[src/design/hexfr_pkg.sv]
package hexfr_pkg;

   // Receiver mode
   typedef enum logic [1:0] {
      MODE_WAIT = 2'd0,
      MODE_HEX  = 2'd1,
      MODE_TEXT = 2'd2
   } mode_type;

   // Character codes
   localparam logic [7:0] CHAR_NUL   = 8'h00;
   localparam logic [7:0] CHAR_LF    = 8'h0A;
   localparam logic [7:0] CHAR_CR    = 8'h0D;
   localparam logic [7:0] CHAR_COLON = 8'h3A;
   localparam logic [7:0] PRINT_LO   = 8'h20;
   localparam logic [7:0] PRINT_HI   = 8'h7E;

   localparam logic [7:0] SUM_TARGET = 8'h55;

   localparam logic FRAME_HEX  = 1'b0;
   localparam logic FRAME_TEXT = 1'b1;

   // Classification of one received character
   typedef struct packed {
      logic       is_print;
      logic       is_lf;
      logic       is_cr;
      logic       is_colon;
      logic       is_nul;
      logic [3:0] nibble;
   } char_class_type;

   // One finished frame or line
   typedef struct packed {
      logic        frame_kind;
      logic [5:0]  char_count;
      logic [3:0]  command_nibble;
      logic [15:0] address;
      logic [7:0]  status_flags;
      logic [31:0] data_value;
      logic        checksum_ok;
      logic        overflowed;
   } result_type;

endpackage

[src/design/hexfr_ifs.sv]
interface hexfr_req_if;
   logic       valid;
   logic       ready;
   logic [7:0] byte_in;

   modport source (output valid, output byte_in, input ready);
   modport sink (input valid, input byte_in, output ready);
endinterface

interface hexfr_rsp_if;
   logic        valid;
   logic        ready;
   logic        frame_kind;
   logic [5:0]  char_count;
   logic [3:0]  command_nibble;
   logic [15:0] address;
   logic [7:0]  status_flags;
   logic [31:0] data_value;
   logic        checksum_ok;
   logic        overflowed;

   modport source (
      output valid, output frame_kind, output char_count, output command_nibble,
      output address, output status_flags, output data_value, output checksum_ok,
      output overflowed, input ready
   );
   modport sink (
      input valid, input frame_kind, input char_count, input command_nibble,
      input address, input status_flags, input data_value, input checksum_ok,
      input overflowed, output ready
   );
endinterface

[src/design/hexfr_char_class.sv]
module hexfr_char_class
   import hexfr_pkg::*;
(
   input  logic [7:0]     char_in,
   output char_class_type char_class
);

   always_comb begin
      char_class.is_print = (char_in >= PRINT_LO) && (char_in <= PRINT_HI);
      char_class.is_lf    = (char_in == CHAR_LF);
      char_class.is_cr    = (char_in == CHAR_CR);
      char_class.is_colon = (char_in == CHAR_COLON);
      char_class.is_nul   = (char_in == CHAR_NUL);
      // non-hex characters decode as zero
      if (char_in >= 8'h30 && char_in <= 8'h39) begin
         char_class.nibble = char_in[3:0];
      end else if ((char_in >= 8'h41 && char_in <= 8'h46) ||
                   (char_in >= 8'h61 && char_in <= 8'h66)) begin
         char_class.nibble = 4'(char_in[2:0] + 3'd1) + 4'd8;
      end else begin
         char_class.nibble = 4'd0;
      end
   end

endmodule

[src/design/hexfr_frame_core.sv]
module hexfr_frame_core
   import hexfr_pkg::*;
#(
   parameter int MAX_CHARS = 49
) (
   input  logic           clock,
   input  logic           reset,
   input  logic           accept,
   input  char_class_type char_class,
   output logic           result_valid,
   output result_type     result
);

   localparam int CW = $clog2(MAX_CHARS + 1);
   localparam int BW = CW - 1;
   localparam logic [CW-1:0] COUNT_MAX = CW'(MAX_CHARS);
   localparam logic [BW-1:0] BYTE_ADDR_LO = BW'(1);
   localparam logic [BW-1:0] BYTE_ADDR_HI = BW'(2);
   localparam logic [BW-1:0] BYTE_FLAGS   = BW'(3);
   localparam logic [BW-1:0] BYTE_DATA0   = BW'(4);
   localparam logic [BW-1:0] BYTE_DATA1   = BW'(5);
   localparam logic [BW-1:0] BYTE_DATA2   = BW'(6);
   localparam logic [BW-1:0] BYTE_DATA3   = BW'(7);

   mode_type      mode_ff, mode_in;
   logic [CW-1:0] count_ff, count_in;
   logic [7:0]    sum_ff, sum_in;
   logic [3:0]    held_ff, held_in;
   logic [3:0]    cmd_ff, cmd_in;
   logic [15:0]   addr_ff, addr_in;
   logic [7:0]    flags_ff, flags_in;
   logic [31:0]   data_ff, data_in;
   logic          ovf_ff, ovf_in;

   logic          emit;
   logic [BW-1:0] byte_idx;
   logic [7:0]    byte_val;

   assign byte_idx = count_ff[CW-1:1];
   assign byte_val = {held_ff, char_class.nibble};

   always_comb begin
      mode_in  = mode_ff;
      count_in = count_ff;
      sum_in   = sum_ff;
      held_in  = held_ff;
      cmd_in   = cmd_ff;
      addr_in  = addr_ff;
      flags_in = flags_ff;
      data_in  = data_ff;
      ovf_in   = ovf_ff;
      emit     = 1'b0;
      result   = '0;

      unique case (mode_ff)
         MODE_HEX: begin
            if (char_class.is_print) begin
               if (count_ff >= COUNT_MAX) begin
                  ovf_in = 1'b1;
               end else begin
                  count_in = count_ff + CW'(1);
                  if (count_ff == '0) begin
                     cmd_in = char_class.nibble;
                     sum_in = {4'd0, char_class.nibble};
                  end else if (count_ff[0]) begin
                     held_in = char_class.nibble;
                  end else begin
                     // complete a byte: add to sum, place by position
                     sum_in = sum_ff + byte_val;
                     unique case (byte_idx)
                        BYTE_ADDR_LO: addr_in[7:0]   = byte_val;
                        BYTE_ADDR_HI: addr_in[15:8]  = byte_val;
                        BYTE_FLAGS:   flags_in       = byte_val;
                        BYTE_DATA0:   data_in[7:0]   = data_ff[7:0] | byte_val;
                        BYTE_DATA1:   data_in[15:8]  = data_ff[15:8] | byte_val;
                        BYTE_DATA2:   data_in[23:16] = data_ff[23:16] | byte_val;
                        BYTE_DATA3:   data_in[31:24] = data_ff[31:24] | byte_val;
                        default: ;
                     endcase
                  end
               end
            end else if (char_class.is_lf) begin
               emit                  = 1'b1;
               result.frame_kind     = FRAME_HEX;
               result.char_count     = 6'(count_ff);
               result.command_nibble = cmd_ff;
               result.address        = addr_ff;
               result.status_flags   = flags_ff;
               result.data_value     = data_ff;
               // odd count means an even number of characters after the command
               result.checksum_ok    = count_ff[0] && (sum_ff == SUM_TARGET);
               result.overflowed     = ovf_ff;
               mode_in               = MODE_WAIT;
            end
         end
         MODE_TEXT: begin
            if (char_class.is_cr) begin
               emit              = 1'b1;
               result.frame_kind = FRAME_TEXT;
               result.char_count = 6'(count_ff);
               result.overflowed = ovf_ff;
               mode_in           = MODE_WAIT;
            end else if (char_class.is_lf || char_class.is_colon) begin
               count_in = '0;
               sum_in   = '0;
               held_in  = '0;
               cmd_in   = '0;
               addr_in  = '0;
               flags_in = '0;
               data_in  = '0;
               ovf_in   = 1'b0;
               if (char_class.is_colon) begin
                  mode_in = MODE_HEX;
               end
            end else if (!char_class.is_nul) begin
               if (count_ff >= COUNT_MAX) begin
                  ovf_in = 1'b1;
               end else begin
                  count_in = count_ff + CW'(1);
               end
            end
         end
         default: begin
            if (char_class.is_colon || char_class.is_lf) begin
               count_in = '0;
               sum_in   = '0;
               held_in  = '0;
               cmd_in   = '0;
               addr_in  = '0;
               flags_in = '0;
               data_in  = '0;
               ovf_in   = 1'b0;
               mode_in  = char_class.is_colon ? MODE_HEX : MODE_TEXT;
            end
         end
      endcase
   end

   assign result_valid = accept && emit;

   always_ff @(posedge clock) begin
      if (reset) begin
         mode_ff  <= MODE_WAIT;
         count_ff <= '0;
         sum_ff   <= '0;
         held_ff  <= '0;
         cmd_ff   <= '0;
         addr_ff  <= '0;
         flags_ff <= '0;
         data_ff  <= '0;
         ovf_ff   <= 1'b0;
      end else if (accept) begin
         mode_ff  <= mode_in;
         count_ff <= count_in;
         sum_ff   <= sum_in;
         held_ff  <= held_in;
         cmd_ff   <= cmd_in;
         addr_ff  <= addr_in;
         flags_ff <= flags_in;
         data_ff  <= data_in;
         ovf_ff   <= ovf_in;
      end
   end

   a_count_bound: assert property (@(posedge clock) disable iff (reset)
      count_ff <= COUNT_MAX)
      else $error("character count beyond limit");

   a_ovf_full: assert property (@(posedge clock) disable iff (reset)
      ovf_ff |-> (count_ff == COUNT_MAX))
      else $error("overflow flagged with buffer not full");

   a_emit_wait: assert property (@(posedge clock) disable iff (reset)
      result_valid |=> (mode_ff == MODE_WAIT))
      else $error("mode not back to wait after a result");

endmodule

[src/design/hexfr_out_reg.sv]
module hexfr_out_reg
   import hexfr_pkg::*;
(
   input  logic       clock,
   input  logic       reset,
   input  logic       load,
   input  result_type load_data,
   output logic       space,
   output logic       out_valid,
   input  logic       out_ready,
   output result_type out_data
);

   logic       valid_ff, valid_in;
   result_type data_ff;

   // free when empty or when the held result leaves this cycle
   assign space = !valid_ff || out_ready;

   always_comb begin
      if (load) begin
         valid_in = 1'b1;
      end else if (out_ready) begin
         valid_in = 1'b0;
      end else begin
         valid_in = valid_ff;
      end
   end

   always_ff @(posedge clock) begin
      if (reset) begin
         valid_ff <= 1'b0;
      end else begin
         valid_ff <= valid_in;
      end
   end

   always_ff @(posedge clock) begin
      if (load) begin
         data_ff <= load_data;
      end
   end

   assign out_valid = valid_ff;
   assign out_data  = data_ff;

   a_no_overwrite: assert property (@(posedge clock) disable iff (reset)
      load |-> space)
      else $error("result loaded over a waiting result");

   a_text_no_sum: assert property (@(posedge clock) disable iff (reset)
      (valid_ff && data_ff.frame_kind == FRAME_TEXT) |->
         (!data_ff.checksum_ok && data_ff.address == '0))
      else $error("text line carries hex fields");

   a_load_shows: assert property (@(posedge clock) disable iff (reset)
      load |=> valid_ff)
      else $error("loaded result not presented");

endmodule

[src/design/hex_text_frame_receiver_top.sv]
// Channel  Direction  Payload                                     Transfer when
// req_ch   in         byte_in[7:0]                                valid && ready
// rsp_ch   out        kind, count, cmd, addr, flags, data, ok, ov valid && ready
//
// One character per cycle while req_ch.ready is high: each transfer updates the
// frame state in one pass. A line feed (hex) or carriage return (text) loads a
// result into the output register at its transfer edge; rsp_ch.valid rises
// the cycle after. req_ch.ready is low only while a result waits and
// rsp_ch.ready is low. Synchronous reset returns to waiting for a start
// character, clears the frame state and empties the output register.
module hex_text_frame_receiver_top
   import hexfr_pkg::*;
#(
   parameter int MAX_CHARS = 49
) (
   input  logic         clock,
   input  logic         reset,
   hexfr_req_if.sink    req_ch,
   hexfr_rsp_if.source  rsp_ch
);

   char_class_type char_class;
   logic           accept;
   logic           space;
   logic           result_valid;
   result_type     result;
   result_type     out_data;

   // Take a new character whenever the output register can hold a result.
   assign req_ch.ready = space;
   assign accept       = req_ch.valid && space;

   // Classify the character and decode its hex value.
   hexfr_char_class u_class (
      .char_in    (req_ch.byte_in),
      .char_class (char_class)
   );

   // Mode, count, checksum and field assembly; produce a result on a terminator.
   hexfr_frame_core #(
      .MAX_CHARS (MAX_CHARS)
   ) u_core (
      .clock        (clock),
      .reset        (reset),
      .accept       (accept),
      .char_class   (char_class),
      .result_valid (result_valid),
      .result       (result)
   );

   // Hold the finished result until the sink takes it.
   hexfr_out_reg u_out (
      .clock     (clock),
      .reset     (reset),
      .load      (result_valid),
      .load_data (result),
      .space     (space),
      .out_valid (rsp_ch.valid),
      .out_ready (rsp_ch.ready),
      .out_data  (out_data)
   );

   // Drive the result payload.
   assign rsp_ch.frame_kind     = out_data.frame_kind;
   assign rsp_ch.char_count     = out_data.char_count;
   assign rsp_ch.command_nibble = out_data.command_nibble;
   assign rsp_ch.address        = out_data.address;
   assign rsp_ch.status_flags   = out_data.status_flags;
   assign rsp_ch.data_value     = out_data.data_value;
   assign rsp_ch.checksum_ok    = out_data.checksum_ok;
   assign rsp_ch.overflowed     = out_data.overflowed;

endmodule
[src/flat_wrapper.sv]
// flat-port wrapper written by rule: the top's interface ports become plain ports
module hex_text_frame_receiver_top_flat import hexfr_pkg::*;
#(
   parameter int MAX_CHARS = 49
)
  (clock, reset, req_ch_valid, req_ch_byte_in, req_ch_ready, rsp_ch_valid, rsp_ch_frame_kind, rsp_ch_char_count, rsp_ch_command_nibble, rsp_ch_address, rsp_ch_status_flags, rsp_ch_data_value, rsp_ch_checksum_ok, rsp_ch_overflowed, rsp_ch_ready);
  hexfr_req_if req_ch_i ();
  hexfr_rsp_if rsp_ch_i ();
  input  logic clock;
  input  logic reset;
  input wire logic [$bits(req_ch_i.valid)-1:0] req_ch_valid;
  input wire logic [$bits(req_ch_i.byte_in)-1:0] req_ch_byte_in;
  output wire logic [$bits(req_ch_i.ready)-1:0] req_ch_ready;
  output wire logic [$bits(rsp_ch_i.valid)-1:0] rsp_ch_valid;
  output wire logic [$bits(rsp_ch_i.frame_kind)-1:0] rsp_ch_frame_kind;
  output wire logic [$bits(rsp_ch_i.char_count)-1:0] rsp_ch_char_count;
  output wire logic [$bits(rsp_ch_i.command_nibble)-1:0] rsp_ch_command_nibble;
  output wire logic [$bits(rsp_ch_i.address)-1:0] rsp_ch_address;
  output wire logic [$bits(rsp_ch_i.status_flags)-1:0] rsp_ch_status_flags;
  output wire logic [$bits(rsp_ch_i.data_value)-1:0] rsp_ch_data_value;
  output wire logic [$bits(rsp_ch_i.checksum_ok)-1:0] rsp_ch_checksum_ok;
  output wire logic [$bits(rsp_ch_i.overflowed)-1:0] rsp_ch_overflowed;
  input wire logic [$bits(rsp_ch_i.ready)-1:0] rsp_ch_ready;
  assign req_ch_i.valid = req_ch_valid;
  assign req_ch_i.byte_in = req_ch_byte_in;
  assign req_ch_ready = req_ch_i.ready;
  assign rsp_ch_valid = rsp_ch_i.valid;
  assign rsp_ch_frame_kind = rsp_ch_i.frame_kind;
  assign rsp_ch_char_count = rsp_ch_i.char_count;
  assign rsp_ch_command_nibble = rsp_ch_i.command_nibble;
  assign rsp_ch_address = rsp_ch_i.address;
  assign rsp_ch_status_flags = rsp_ch_i.status_flags;
  assign rsp_ch_data_value = rsp_ch_i.data_value;
  assign rsp_ch_checksum_ok = rsp_ch_i.checksum_ok;
  assign rsp_ch_overflowed = rsp_ch_i.overflowed;
  assign rsp_ch_i.ready = rsp_ch_ready;
  hex_text_frame_receiver_top #(.MAX_CHARS(MAX_CHARS)) u_core (.clock(clock), .reset(reset), .req_ch(req_ch_i), .rsp_ch(rsp_ch_i));
endmodule
[config.mk]
export PLATFORM = sky130hd
export DESIGN_NAME = hex_text_frame_receiver_top_flat
export DESIGN_NICKNAME = d
export VERILOG_FILES = /design/src/design/hexfr_pkg.sv /design/src/design/hexfr_ifs.sv /design/src/design/hexfr_char_class.sv /design/src/design/hexfr_frame_core.sv /design/src/design/hexfr_out_reg.sv /design/src/design/hex_text_frame_receiver_top.sv /design/src/flat_wrapper.sv
export SDC_FILE = /design/constraint.sdc
export NUM_CORES = 1
export LEC_CHECK = 0
export BUFFER_PORTS_ARGS = -buffer_cell sky130_fd_sc_hd__buf_2
export CORE_ASPECT_RATIO = 1.25
export CORE_MARGIN = 2
export CORE_UTILIZATION = 45
export DETAILED_ROUTE_END_ITERATION = 8
export MAX_ROUTING_LAYER = met4
export PLACE_DENSITY = 0.65
export SKIP_CTS_REPAIR_TIMING = 1
export SLEW_MARGIN = 20
export SYNTH_ARGS = -nofsm -noshare
export SYNTH_HDL_FRONTEND = slang
export SYNTH_HIERARCHICAL = 1
export SYNTH_SLANG_ARGS = --single-unit
[constraint.sdc]
create_clock -name clock -period 10.27 [get_ports clock]
set_input_delay 2.054 -clock clock [delete_from_list [all_inputs] [get_ports clock]]
set_output_delay 2.054 -clock clock [all_outputs]
set_load 0.05 [all_outputs]
==> out/qor.yml, run 1 <==
yosys:
  yosys.area.top_type: "edfxtp_1"
  async_flop_share_pct: 0
  synthTopCellsByArea: "edfxtp_1, dfxtp_1, and2_1"
  synth_top_family_by_area: "simple AND/OR/NAND/NOR gates"
  ys_types: 63
  seq_area_frac_synth_pct: 56.7
  synth_ff_type: "dfxtp_1"
  ys_warn_count: 6
  syn_area_sq_mm: 0.00656
  synthAdderAreaFrac_pct: 3.55
  synth_edf_count: 69
  synth.area.mux_share_pct: 4.77
  yosys-top-cells-count: "dfxtp_1, and2_1, edfxtp_1"
  synth_top_area_share_pct: 31.6
  avgSynthCellArea_sq_um: 10.7
  synth_compound_area_share_pct: 11.6
  ys_ff_latch: 151
  netlist_instances: 610
  synth_simple_gate_area_share_pct: 20.8
  syn-num-nets: 640
  yosysMostFrequentCell: "dfxtp_1"
  synth_xor_area_share_pct: 0.401
clock_tree:
  cts_tree: "done"
  clock_latency_ns: 0.42
  cts_buffer_depth: 2
  cts-root-buf: "clkbuf_16"
  cts-buffers-inserted: 17
  h-tree-depth: 4
  clkTransAtPathRegs_ns: 0.06
  cts.sink_count: 151
pwr:
  ir_drop_uv: 114
  p_leak_nw: 3.07
  power_density_mw_per_mm2: 164
finish:
  postLayoutCoreUtil_pct: 53.8
  num_antenna_cells: 0
  drive_gt1_share_pct: 20.1
  syn_to_final_growth_pct: 17.7
  final_nets: 720
  design_area_sq_mm: 0.00771
timing:
  worst_slew_pin_slew_ns: 1.13
  finClkSkew_ns: 0.00909
  period_minus_slack_ns: 4.66
  max_freq_mhz: 214
  timing.hold.ws_ns: 0.442
  period_share_pct: 45.4
  finalMaxSlewViolations: 0
  grt_setup_unrepaired: "false"
  hold_viol: 0
  setup_viol: 0
  relSlewSlack_pct: 25.0
  setup_tns_ns: 0
  layout_setup_ws_ns: 5.61
detailed_routing:
  drcViolationCount: 0
  routed_via_density: 5.37
  post_drt_wl_per_cell_um: 15.9
  drtAntennaViolNets: 0
  first_pass_iters: 5
  drt_iter0_markers: 335
  wl_um: 14000
  vias: 4732
floorplan:
  num_rows: 49
  die-area_sq_mm: 0.0156
  die_w_um: 112
  ios: 83
  core_area_sq_mm: 0.0143
  fp.dieH_um: 139
  initial_core_util_pct: 45.7
run_status:
  outcome: "completed"
worst_setup_path:
  crit_family: "simple AND/OR/NAND/NOR gates"
  slowest_delay_ns: 0.63
  crit_buf_inv: 3
  cp.arrival_ns: 4.71
  start_kind: "input port"
  cpMostUsedCell: "nor2_1"
  crit_chain: "buf_2 -> or4_1 -> nor2_1 -> inv_1 -> nor2_2 -> nor2_1 -> nor2_1 -> and2_2 -> buf_4"
  critPathCaptureType: "flip-flop"
  cp_slowest_cell: "buf_4"
  critPathKind: "in2reg"
  worstPathMaxFanout: 53
  cp.required_ns: 10.32
global_routing:
  grt.total_usage_pct: 18.7
  grt-ovfl-total: 0
  grt_pass1_wl_um: 22500
  first_global_vias: 4406
  grt_max_degree: 62
  grt_antenna_before_repair: 0
placed_design:
  place_congestion: 0.840
  postPlaceCellArea_sq_mm: 0.00712
  portBuffers: 82
  post-dp-hpwl_um: 9580
  pre_cts_slack_ns: 5.16
job:
  cap_violations: 0
min_path:
  hold_class: "reg2reg"
-- power breakdown --
part           internal (mW)  total [mW]  switching [mW]
combinational        0.00695      0.0232          0.0163
clock                  0.364       0.620           0.255
sequential             0.623       0.623        0.000140
-- placed cells by master, fill, tap and decap left out, drive strengths merged, types with 5 or more instances in the layout --
cell,synthesis,routed
a21oi,25,25
ha,17,17
mux2i,29,29
buf,3,85
nor3,10,10
inv,14,21
o21ai,52,52
nor2,51,51
a21o,5,5
clkinv,0,5
dfxtp,82,82
and2,75,75
edfxtp,69,69
nand3,18,18
nor2b,5,5
nand2,61,61
nand4,5,5
clkbuf,21,17
-- kinds of logic after synthesis --
kind of cell    Yosys count
mux                      31
simple gates            255
compound gates          114
flops                   151
buf+inv                  38
xor+xnor                  3
fa+ha+maj                18
-- per-layer routing --
| layer | track usage (%) | share of wire, % | vias up |
|---|---|---|---|
| li1 | - | - | 2325 |
| met1 | 22.7 | 42 | 2263 |
| met2 | 31.4 | 52 | 133 |
| met3 | 4.41 | 4.9 | 11 |
| met4 | 5.39 | 1.1 | 0 |
| met5 | - | 0 | - |
-- metrics by stage --
step	power [mW]	instances
2_1_floorplan	0.651	610
3_3_place_gp	0.659	849
3_5_place_dp	0.659	849
4_1_cts	1.28	881
5_1_grt	1.30	881
6_report	1.27	881
-- final timing paths --
kind         cells past startpoint                                    end                                  start  slack [ns]
min reg2reg                      2  u_core/u_core/data_ff[6]$_SDFFE_PP0P_  u_core/u_core/data_ff[6]$_SDFFE_PP0P_        0.44
min                              2  u_core/u_core/data_ff[6]$_SDFFE_PP0P_  u_core/u_core/data_ff[6]$_SDFFE_PP0P_        0.44
max                              9    u_core/u_out/out_data[66]$_DFFE_PP_                      req_ch_byte_in[6]        5.61
max reg2reg                      8    u_core/u_out/out_data[66]$_DFFE_PP_  u_core/u_core/mode_ff[1]$_SDFFE_PP0P_        6.76
-- tightest hold or removal path: cells and delay by family, from the launching register on --
kind	cells	cell delay, ns
AOI/OAI and AO/OA	1	0.05
DFF	1	0.32
and+or+nand+nor	1	0.04
-- state kept, by name, summed over array words and instances, names as in the netlist --
| signal | flops |
|---|---|
| u_core/u_core/cmd_ff | 4 |
| u_core/u_core/sum_ff | 8 |
| u_core/u_core/flags_ff | 8 |
| u_core/u_out/out_data | 69 |
| u_core/u_core/held_ff | 4 |
| u_core/u_core/data_ff | 32 |
| u_core/u_core/ovf_ff | 1 |
| u_core/u_core/count_ff | 6 |
| u_core/u_out/out_valid | 1 |
| u_core/u_core/mode_ff | 2 |
| u_core/u_core/addr_ff | 16 |
-- cell type report --
type,instances,area (sq um)
inverter,14,52.6
multi-input combinational,421,2700
fill,1289,6630
timing repair buffer,85,433
sequential,151,3710
clock inverter,15,166
tap,178,223
clock buffer,17,425
No activity file was read; power rests on OpenSTA's default activity.
==> run 2: changes to the inputs <==
--- a/config.mk
+++ b/config.mk
@@ -11,7 +11,7 @@
 export CORE_UTILIZATION = 45
 export DETAILED_ROUTE_END_ITERATION = 8
 export MAX_ROUTING_LAYER = met4
-export PLACE_DENSITY = 0.65
+export PLACE_DENSITY = 0.67
 export SKIP_CTS_REPAIR_TIMING = 1
 export SLEW_MARGIN = 20
 export SYNTH_ARGS = -nofsm -noshare
==> constraint.sdc (replaced) <==
create_clock -name clock -period 3.85 [get_ports clock]
set_input_delay 0.77 -clock clock [delete_from_list [all_inputs] [get_ports clock]]
set_output_delay 0.77 -clock clock [all_outputs]
set_load 0.05 [all_outputs]
==> out/qor.yml, run 2 (synthesized netlist as in run 1, its figures left out) <==
clock_tree:
  cts-root-buf: "clkbuf_16"
  cts_tree: "done"
  cts.sink_count: 151
  clkTransAtPathRegs_ns: 0.06
  cts-buffers-inserted: 17
  clock_latency_ns: 0.41
  h-tree-depth: 4
  cts_buffer_depth: 2
placed_design:
  portBuffers: 82
  place_congestion: 0.881
  post-dp-hpwl_um: 10100
  postPlaceCellArea_sq_mm: 0.00722
detailed_routing:
  wl_met1_um: 6060
  route.met2.wl_um: 7630
  drcViolationCount: 0
  routed_via_density: 5.33
  routed.top_layer: "met4"
  first_pass_iters: 5
  drt_iter0_markers: 264
  drtAntennaViolNets: 0
  post_drt_wl_per_cell_um: 16.2
  vias: 4753
  dr_wl_met3_um: 539
  wl_um: 14400
global_routing:
  grt.total_usage_pct: 19.6
  grt_antenna_before_repair: 0
  grt-ovfl-total: 0
  grt_max_degree: 62
  grt_pass1_wl_um: 23700
  first_global_vias: 4760
worst_setup_path:
  worstPathMaxFanout: 4
  r2r.worst_path.cells: 8
  crit_path_start: "req_ch_byte_in[7]"
  r2r_slack_ns: 1.34
  critPathKind: "in2reg"
  start_kind: "input port"
  rr_endpoint: "u_core/u_core/flags_ff[4]$_SDFFE_PP0P_"
  crit_path_end: "u_core/u_core/sum_ff[6]$_SDFFE_PP0P_"
  cp.arrival_ns: 3.35
  cp.required_ns: 4.13
  reg2reg_from: "u_core/u_core/count_ff[1]$_SDFFE_PP0P_"
  critPathCaptureType: "flip-flop"
finish:
  num_antenna_cells: 0
  drive_gt1_share_pct: 21.3
  postLayoutCoreUtil_pct: 54.7
  syn_to_final_growth_pct: 19.7
  largest_reg_flops: 69
  layout_common_cells: "buf_2, dfxtp_1, and2_1"
  design_area_sq_mm: 0.00785
  final_nets: 731
  fill_cells: 1280
timing:
  setup_viol: 0
  timing.hold.ws_ns: 0.444
  relSlewSlack_pct: 52.8
  hold_viol: 0
  setup_tns_ns: 0
  max_freq_mhz: 326
  period_minus_slack_ns: 3.07
  period_share_pct: 79.8
  finalMaxSlewViolations: 0
  finClkSkew_ns: 0.0114
  grt_setup_unrepaired: "false"
  worst_slew_pin_slew_ns: 0.701
run_status:
  outcome: "completed"
min_path:
  min-delay-start: "u_core/u_core/data_ff[0]$_SDFFE_PP0P_"
  hold_class: "reg2reg"
floorplan:
  fp.dieH_um: 139
  num_rows: 49
  die-area_sq_mm: 0.0156
  core_area_sq_mm: 0.0143
  ios: 83
  die_w_um: 112
  initial_core_util_pct: 45.7
pwr:
  power_density_mw_per_mm2: 444
  p_leak_nw: 3.13
  ir_drop_uv: 307
  finalPower_mw: 3.48
job:
  cap_violations: 0
-- run 2: worst min-delay path by stage --
stage | end | depth (start not counted)
after detailed placement | u_core/u_core/data_ff[31]$_SDFFE_PP0P_ | 2
after global routing | u_core/u_core/data_ff[24]$_SDFFE_PP0P_ | 2
after CTS | u_core/u_core/data_ff[31]$_SDFFE_PP0P_ | 2
after floorplan | u_core/u_core/data_ff[0]$_SDFFE_PP0P_ | 2
final | u_core/u_core/data_ff[0]$_SDFFE_PP0P_ | 2
after global placement | u_core/u_core/data_ff[9]$_SDFFE_PP0P_ | 2
-- run 2: power by group --
| part | internal (mW) | total, mW | switching (mW) |
|---|---|---|---|
| Sequential | 1.66 | 1.66 | 0.000329 |
| Combinational | 0.0212 | 0.0657 | 0.0445 |
| Clock | 1.05 | 1.76 | 0.707 |
-- run 2: through the flow --
| step | setup WS [ns] | cells |
|---|---|---|
| finish | 0.779 | 892 |
| floorplan | 0.327 | 610 |
| detailed placement | 0.384 | 860 |
| global route | 0.602 | 892 |
| global placement | 0.503 | 860 |
| CTS | 0.808 | 892 |
-- run 2: area by class of cell --
type	count	area [sq um]	area share [%]
sequential	151	3710	47.3
multi-input combinational	421	2700	34.4
timing repair buffer	96	528	6.73
clock buffer	17	425	5.42
tap	178	223	2.84
clock inverter	15	206	2.63
inverter	14	52.6	0.670
-- run 2: worst max-delay path, stage by stage --
cell and delay (ns):
buf_2 0.11, or4b_4 0.57, nor3_1 0.21, a21o_1 0.18, ha_1 0.22, inv_1 0.07
fa_1 0.40, nor2b_1 0.13, o21a_1 0.16, o21ai_0 0.11, a311oi_1 0.30, o41ai_1 0.10
-- run 2: metal layers --
layer  up-vias  GRT usage [%]
met5         -              -
met4         0           6.03
met3        15           4.02
met2       118           34.7
met1      2277           22.2
li1       2343              -
